$ cat src/gdr_pkg.sv
// Shared types, widths and constants for the grid DDA ray caster.
`default_nettype none
package gdr_pkg;

    // Block sizes
    localparam int SCREEN_WIDTH = 640;
    localparam int MAP_SIDE     = 64;
    localparam int STEP_CAP     = 300;
    localparam int ONE_Q16      = 65536;

    // Field and datapath widths
    localparam int CFG_W      = 22;
    localparam int IDX_W      = 3;
    localparam int ADDR_W     = 12;
    localparam int CELL_W     = 6;
    localparam int VAL_W      = 8;
    localparam int DIST_W     = 24;
    localparam int COL_W      = 10;
    localparam int COORD_W    = 8;   // signed map coordinate, one step past either edge
    localparam int CAM_W      = 28;  // signed camera offset, Q.16
    localparam int PM_W       = 16 + CAM_W;
    localparam int RAY_W      = 29;  // signed ray component, Q.14
    localparam int ABS_W      = 28;
    localparam int T_W        = 25;  // boundary distance, Q.16, up to STEP_CAP steps
    localparam int PROD_W     = T_W + ABS_W;
    localparam int NUM_W      = 26;
    localparam int AN_W       = 25;
    localparam int DVD_W      = 38;
    localparam int DVS_W      = 28;
    localparam int DIV_CNT_W  = $clog2(DVD_W);
    localparam int STEP_CNT_W = $clog2(STEP_CAP);

    // Camera offset: 2*column*ONE/width = column*CAM_Q + column*CAM_R/width,
    // the second term by reciprocal multiplication (exact for column*CAM_R < 2^20)
    localparam int     CAM_Q     = (2 * ONE_Q16) / SCREEN_WIDTH;
    localparam int     CAM_R     = (2 * ONE_Q16) % SCREEN_WIDTH;
    localparam int     CAM_LO_W  = 20;
    localparam int     CAM_SH    = 30;
    localparam int     RECIP_W   = 21;
    localparam longint CAM_RECIP = ((longint'(1) << CAM_SH) + SCREEN_WIDTH - 1) / SCREEN_WIDTH;

    localparam logic [DIST_W-1:0]         DIST_MAX   = '1;
    localparam logic [ADDR_W-1:0]         ADDR_LAST  = '1;
    localparam logic signed [COORD_W-1:0] MAP_SIDE_C = COORD_W'(MAP_SIDE);
    localparam logic [STEP_CNT_W-1:0]     STEP_LAST  = STEP_CNT_W'(STEP_CAP - 1);

    // Configuration register indexes
    typedef enum logic [IDX_W-1:0] {
        REG_POS_X   = 3'd0,
        REG_POS_Y   = 3'd1,
        REG_DIR_X   = 3'd2,
        REG_DIR_Y   = 3'd3,
        REG_PLANE_X = 3'd4,
        REG_PLANE_Y = 3'd5
    } cfg_reg_t;

    localparam logic [15:0] DIR_X_RST   = 16'd16384;
    localparam logic [15:0] DIR_Y_RST   = 16'd0;
    localparam logic [15:0] PLANE_X_RST = 16'd0;
    localparam logic [15:0] PLANE_Y_RST = 16'd10813;

    // Input operations
    typedef enum logic {
        OP_WRITE = 1'b0,
        OP_CAST  = 1'b1
    } op_t;

    // Sequencer states
    typedef enum logic [3:0] {
        ST_CLEAR,
        ST_IDLE,
        ST_CAM_DIV,
        ST_RAY_MUL,
        ST_RAY,
        ST_INIT_MUL,
        ST_STEP,
        ST_CHECK,
        ST_PERP,
        ST_PERP_WAIT,
        ST_FINISH
    } state_t;

    // Divider request and response
    typedef struct packed {
        logic               start;
        logic [DVD_W-1:0]   dividend;
        logic [DVS_W-1:0]   divisor;
    } div_req_t;

    typedef struct packed {
        logic               done;
        logic [DVD_W-1:0]   quotient;
    } div_rsp_t;

endpackage
`default_nettype wire

$ cat src/gdr_div.sv
// Restoring serial divider, one quotient bit per cycle.
`default_nettype none
module gdr_div
    import gdr_pkg::*;
(
    input  wire logic     aclk,
    input  wire logic     aresetn,
    input  wire div_req_t req,
    output div_rsp_t      rsp
);

    logic                 busy_reg, busy_next;
    logic                 done_reg, done_next;
    logic [DIV_CNT_W-1:0] cnt_reg, cnt_next;
    logic [DVD_W-1:0]     quo_reg, quo_next;
    logic [DVS_W-1:0]     rem_reg, rem_next;
    logic [DVS_W-1:0]     dvs_reg, dvs_next;
    logic [DVS_W:0]       trial;
    logic [DVS_W:0]       diff;
    logic                 ge;

    // Shift in one dividend bit, subtract when it fits
    always_comb begin
        trial     = {rem_reg, quo_reg[DVD_W-1]};
        diff      = trial - {1'b0, dvs_reg};
        ge        = (trial >= {1'b0, dvs_reg});
        busy_next = busy_reg;
        done_next = 1'b0;
        cnt_next  = cnt_reg;
        quo_next  = quo_reg;
        rem_next  = rem_reg;
        dvs_next  = dvs_reg;
        if (busy_reg) begin
            quo_next = {quo_reg[DVD_W-2:0], ge};
            rem_next = ge ? diff[DVS_W-1:0] : trial[DVS_W-1:0];
            cnt_next = cnt_reg + 1'b1;
            if (cnt_reg == DIV_CNT_W'(DVD_W - 1)) begin
                busy_next = 1'b0;
                done_next = 1'b1;
            end
        end else if (req.start) begin
            busy_next = 1'b1;
            cnt_next  = '0;
            quo_next  = req.dividend;
            rem_next  = '0;
            dvs_next  = req.divisor;
        end
    end

    always_ff @(posedge aclk) begin
        if (!aresetn) begin
            busy_reg <= 1'b0;
            done_reg <= 1'b0;
        end else begin
            busy_reg <= busy_next;
            done_reg <= done_next;
        end
    end

    always_ff @(posedge aclk) begin
        cnt_reg <= cnt_next;
        quo_reg <= quo_next;
        rem_reg <= rem_next;
        dvs_reg <= dvs_next;
    end

    assign rsp.done     = done_reg;
    assign rsp.quotient = quo_reg;

endmodule
`default_nettype wire

$ cat config.mk
export PLATFORM = sky130hd
export DESIGN_NAME = gdr_div
export DESIGN_NICKNAME = d
export VERILOG_FILES = /design/src/gdr_pkg.sv /design/src/gdr_div.sv
export SDC_FILE = /design/constraint.sdc
export NUM_CORES = 1
export LEC_CHECK = 0
export BUFFER_PORTS_ARGS = -buffer_cell sky130_fd_sc_hd__buf_2
export CORE_ASPECT_RATIO = 1.75
export CORE_MARGIN = 10
export CORE_UTILIZATION = 46
export CTS_CLUSTER_SIZE = 30
export DETAILED_ROUTE_END_ITERATION = 7
export GPL_TIMING_DRIVEN = 0
export PLACE_DENSITY = 0.71
export SYNTH_ARGS = -nofsm -noshare
export SYNTH_HDL_FRONTEND = slang
export SYNTH_SLANG_ARGS = --single-unit
export TNS_END_PERCENT = 5
$ cat constraint.sdc
create_clock -name aclk -period 2.7 [get_ports aclk]
set_input_delay 0.27 -clock aclk [delete_from_list [all_inputs] [get_ports aclk]]
set_output_delay 0.27 -clock aclk [all_outputs]
set_load 0.01 [all_outputs]
==> results.sh <==
export IMPL_grt_ovfl_total=0
export IMPL_synth_top_area_share_pct=52.9
export IMPL_violations="negative setup slack"
export IMPL_cts_tree="yes"
export IMPL_finalSetupViolations=11
export IMPL_routed_wl_met2_um=7900
export IMPL_skew_ns=0.0113
export IMPL_clock_sinks=102
export IMPL_peakVddDrop_uv=440
export IMPL_rsz0062_at_grt="yes"
export IMPL_crit_arrival_ns=2.99
export IMPL_worstHoldPathType="in2reg"
export IMPL_routedWlPerCell_um=18.9
export IMPL_dr_wl_met3_um=1010
export IMPL_grt_pass1_wl_um=22800
export IMPL_critPathKind="reg2reg"
export IMPL_largest_register_ffs=38
export IMPL_postSynthCellCount=472
export IMPL_dieArea_um2=17400
export IMPL_worstSetupEndpointType="register"
export IMPL_clockBufferDepth=2
export IMPL_crit_chain="ha_1, buf_6, and3_4, and4_4, nand4_4, o311a_1, nand3_4, nand2_8, or4_4, nand3_2"
export IMPL_synth_edff_count=100
export IMPL_finalHoldViolations=0
export IMPL_worst_pin_slew_ns=0.861
export IMPL_cp_required_ns=2.91
export IMPL_cp_max_fo=7
export IMPL_synth_nets=572
export IMPL_startpoint_type="register"
export IMPL_drc=0
export IMPL_cap_violations=0
export IMPL_area_growth_pct=26.0
export IMPL_finalSetupTns_ns=-0.250
export IMPL_num_rows=53
export IMPL_synth_area_leader_cell="edfxtp_1"
export IMPL_clkLatencyLatePin_ns=0.35
export IMPL_grt_max_degree=53
export IMPL_fmax_mhz=359
export IMPL_finalCriticalPeriod_ns=2.78
export IMPL_mostFrequentLayoutCell="buf_2"
export IMPL_cpLargestDelayFamily="simple AND/OR/NAND/NOR gates"
export IMPL_synth_main_ff_cell="edfxtp_1"
export IMPL_start_util_pct=47.0
export IMPL_drv_slew=0
export IMPL_die_h_um=167
export IMPL_syn_area_per_cell_um2=12.0
export IMPL_diodes=0
export IMPL_die_width_um=104
export IMPL_slew_headroom_pct=42.5
export IMPL_antenna_found_initial=0
export IMPL_slowest_stage="or4_4"
export IMPL_grt_usage_pct=16.0
export IMPL_post_route_period_util_pct=103
export IMPL_final_cell_mix="107 x buf_2, 100 x edfxtp_1, 37 x mux2_2"
export IMPL_ios=108
export IMPL_drt_initial_drc_count=144
export IMPL_m1WireLength_um=5390
export IMPL_cpPeakStageDelay_ns=0.50
export IMPL_power_leakage_nw=3.03
export IMPL_yosysSeqAreaShare_pct=53.6
export IMPL_vias=4201
export IMPL_dp_hpwl_um=10700
export IMPL_cts_buffers=9
export IMPL_drive_above_1_share_pct=36.8
export IMPL_synth_async_reset_ratio_pct=0
export IMPL_syn_area_um2=5680
export IMPL_first_pass_iters=4
export IMPL_numPortBuffers=107
export IMPL_grt_pass1_vias=4643
export IMPL_ant_nets=0
export IMPL_htree_num_levels=3
export IMPL_critical_path_buf_inv_count=1
export IMPL_holdWs_ns=0.0869
export IMPL_clkTransAtPathRegs_ns=0.08
export IMPL_worst_slack_ns=-0.0840
export IMPL_yosys_warnings=0
export IMPL_globalplace_congestion=0.854
export IMPL_via_per_inst=5.43
export IMPL_synth_seq_cells=102
export IMPL_n_fill_cell=979
export IMPL_core_area_um2=12100
export IMPL_routed_top_layer="met4"
export IMPL_cellPowerDensity_nw_per_um2=703
export IMPL_yosys_top_cells_area="edfxtp_1 53%, mux2_2 7.3%, ha_1 6.6%"
export IMPL_routed_wl_um=14600
export IMPL_layout_nets=703
export IMPL_root_buffer="clkbuf_16"
export IMPL_run_status="complete, but fails checks"
export IMPL_yosysUniqueCellTypes=56
-- metrics by stage --
stage               instance area [µm²]  setup slack [ns]  cells  power, mW  utilization, %
global placement                   6420            -0.612    744       3.44            53.2
finish                             7150           -0.0840    773       5.03            59.2
CTS                                6920           -0.0310    767       4.87            57.3
detailed placement                 6450            -0.421    745       3.48            53.5
floorplan                          5680            0.0324    472       3.08               -
global route                       7150            -0.149    773       5.26            59.2
-- path summary, 6_finish.rpt --
path,endpoint,from,cells past startpoint,slack [ns]
worst max-delay path,rem_reg[26],rem_reg[12],10,-0.08
worst min-delay path,dvs_reg[21],req[21],1,0.09
worst max register to register,rem_reg[26],rem_reg[12],10,-0.08
worst min register to register,quo_reg[24],quo_reg[23],1,0.58
-- area by class of cell --
class,instances,area (µm²),area share (%)
multi-input combinational,323,2710,37.9
buffer,12,83.8,1.17
sequential,102,3040,42.6
timing repair buffer,122,689,9.64
clock buffer,9,225,3.15
tap,165,206,2.89
clock inverter,7,71.3,0.998
inverter,33,124,1.73
-- layer usage --
layer	GRT usage, %	up-vias
li1	-	2020
met1	15.9	2035
met2	29.6	132
met3	5.64	14
met4	6.08	0
met5	0	-
-- logic make-up (layout without fill, tap and decap cells) --
kind of cell / Yosys count / after routing / share of synthesized area, %
xor+xnor: 26 / 26 / 4.01
simple gates: 120 / 120 / 11.3
compound gates: 92 / 92 / 10.5
flops: 102 / 102 / 53.6
buf+inv: 47 / 183 / 3.31
mux: 54 / 54 / 10.3
fa+ha+maj: 31 / 31 / 6.97
-- Yosys cell counts, types with 2 or more instances --
cell type and n:
and3_1 5, nor3_1 4, nor2_1 36, buf_2 3, o211ai_1 3, nand4_1 4
buf_4 2, and2_1 2, ha_1 30, clkbuf_1 8, o21ai_0 20, nand3_1 19
nor2b_1 9, and4_1 2, nand2b_1 3, o31a_1 2, o21a_1 5, mux2i_1 17
nand2_1 19, edfxtp_1 100, inv_1 32, a21boi_0 2, a21oi_1 26, or4_1 3
o21bai_1 3, dfxtp_1 2, nor4_1 3, xnor2_1 13, a21o_1 12, a311oi_1 4
xor2_1 13, o31ai_1 2, mux2_2 37, a211oi_1 5
-- repair_timing --
item                                    4_1_cts  5_1_grt
pin swaps                                     7       13
endpoints found under the setup margin       28       28
gates cloned                                  0        1
gates resized for setup                      30       32
hold buffers                                  0        0
buffers inserted                              7        6
-- where the power goes --
| group | switching, mW | internal [mW] | leakage (nW) |
|---|---|---|---|
| combinational | 0.900 | 0.779 | 1.85 |
| sequential | 0.102 | 1.96 | 1.03 |
| clock | 0.636 | 0.649 | 0.144 |
| total | 1.64 | 3.39 | 3.03 |
(Power assumes the default switching activity.)
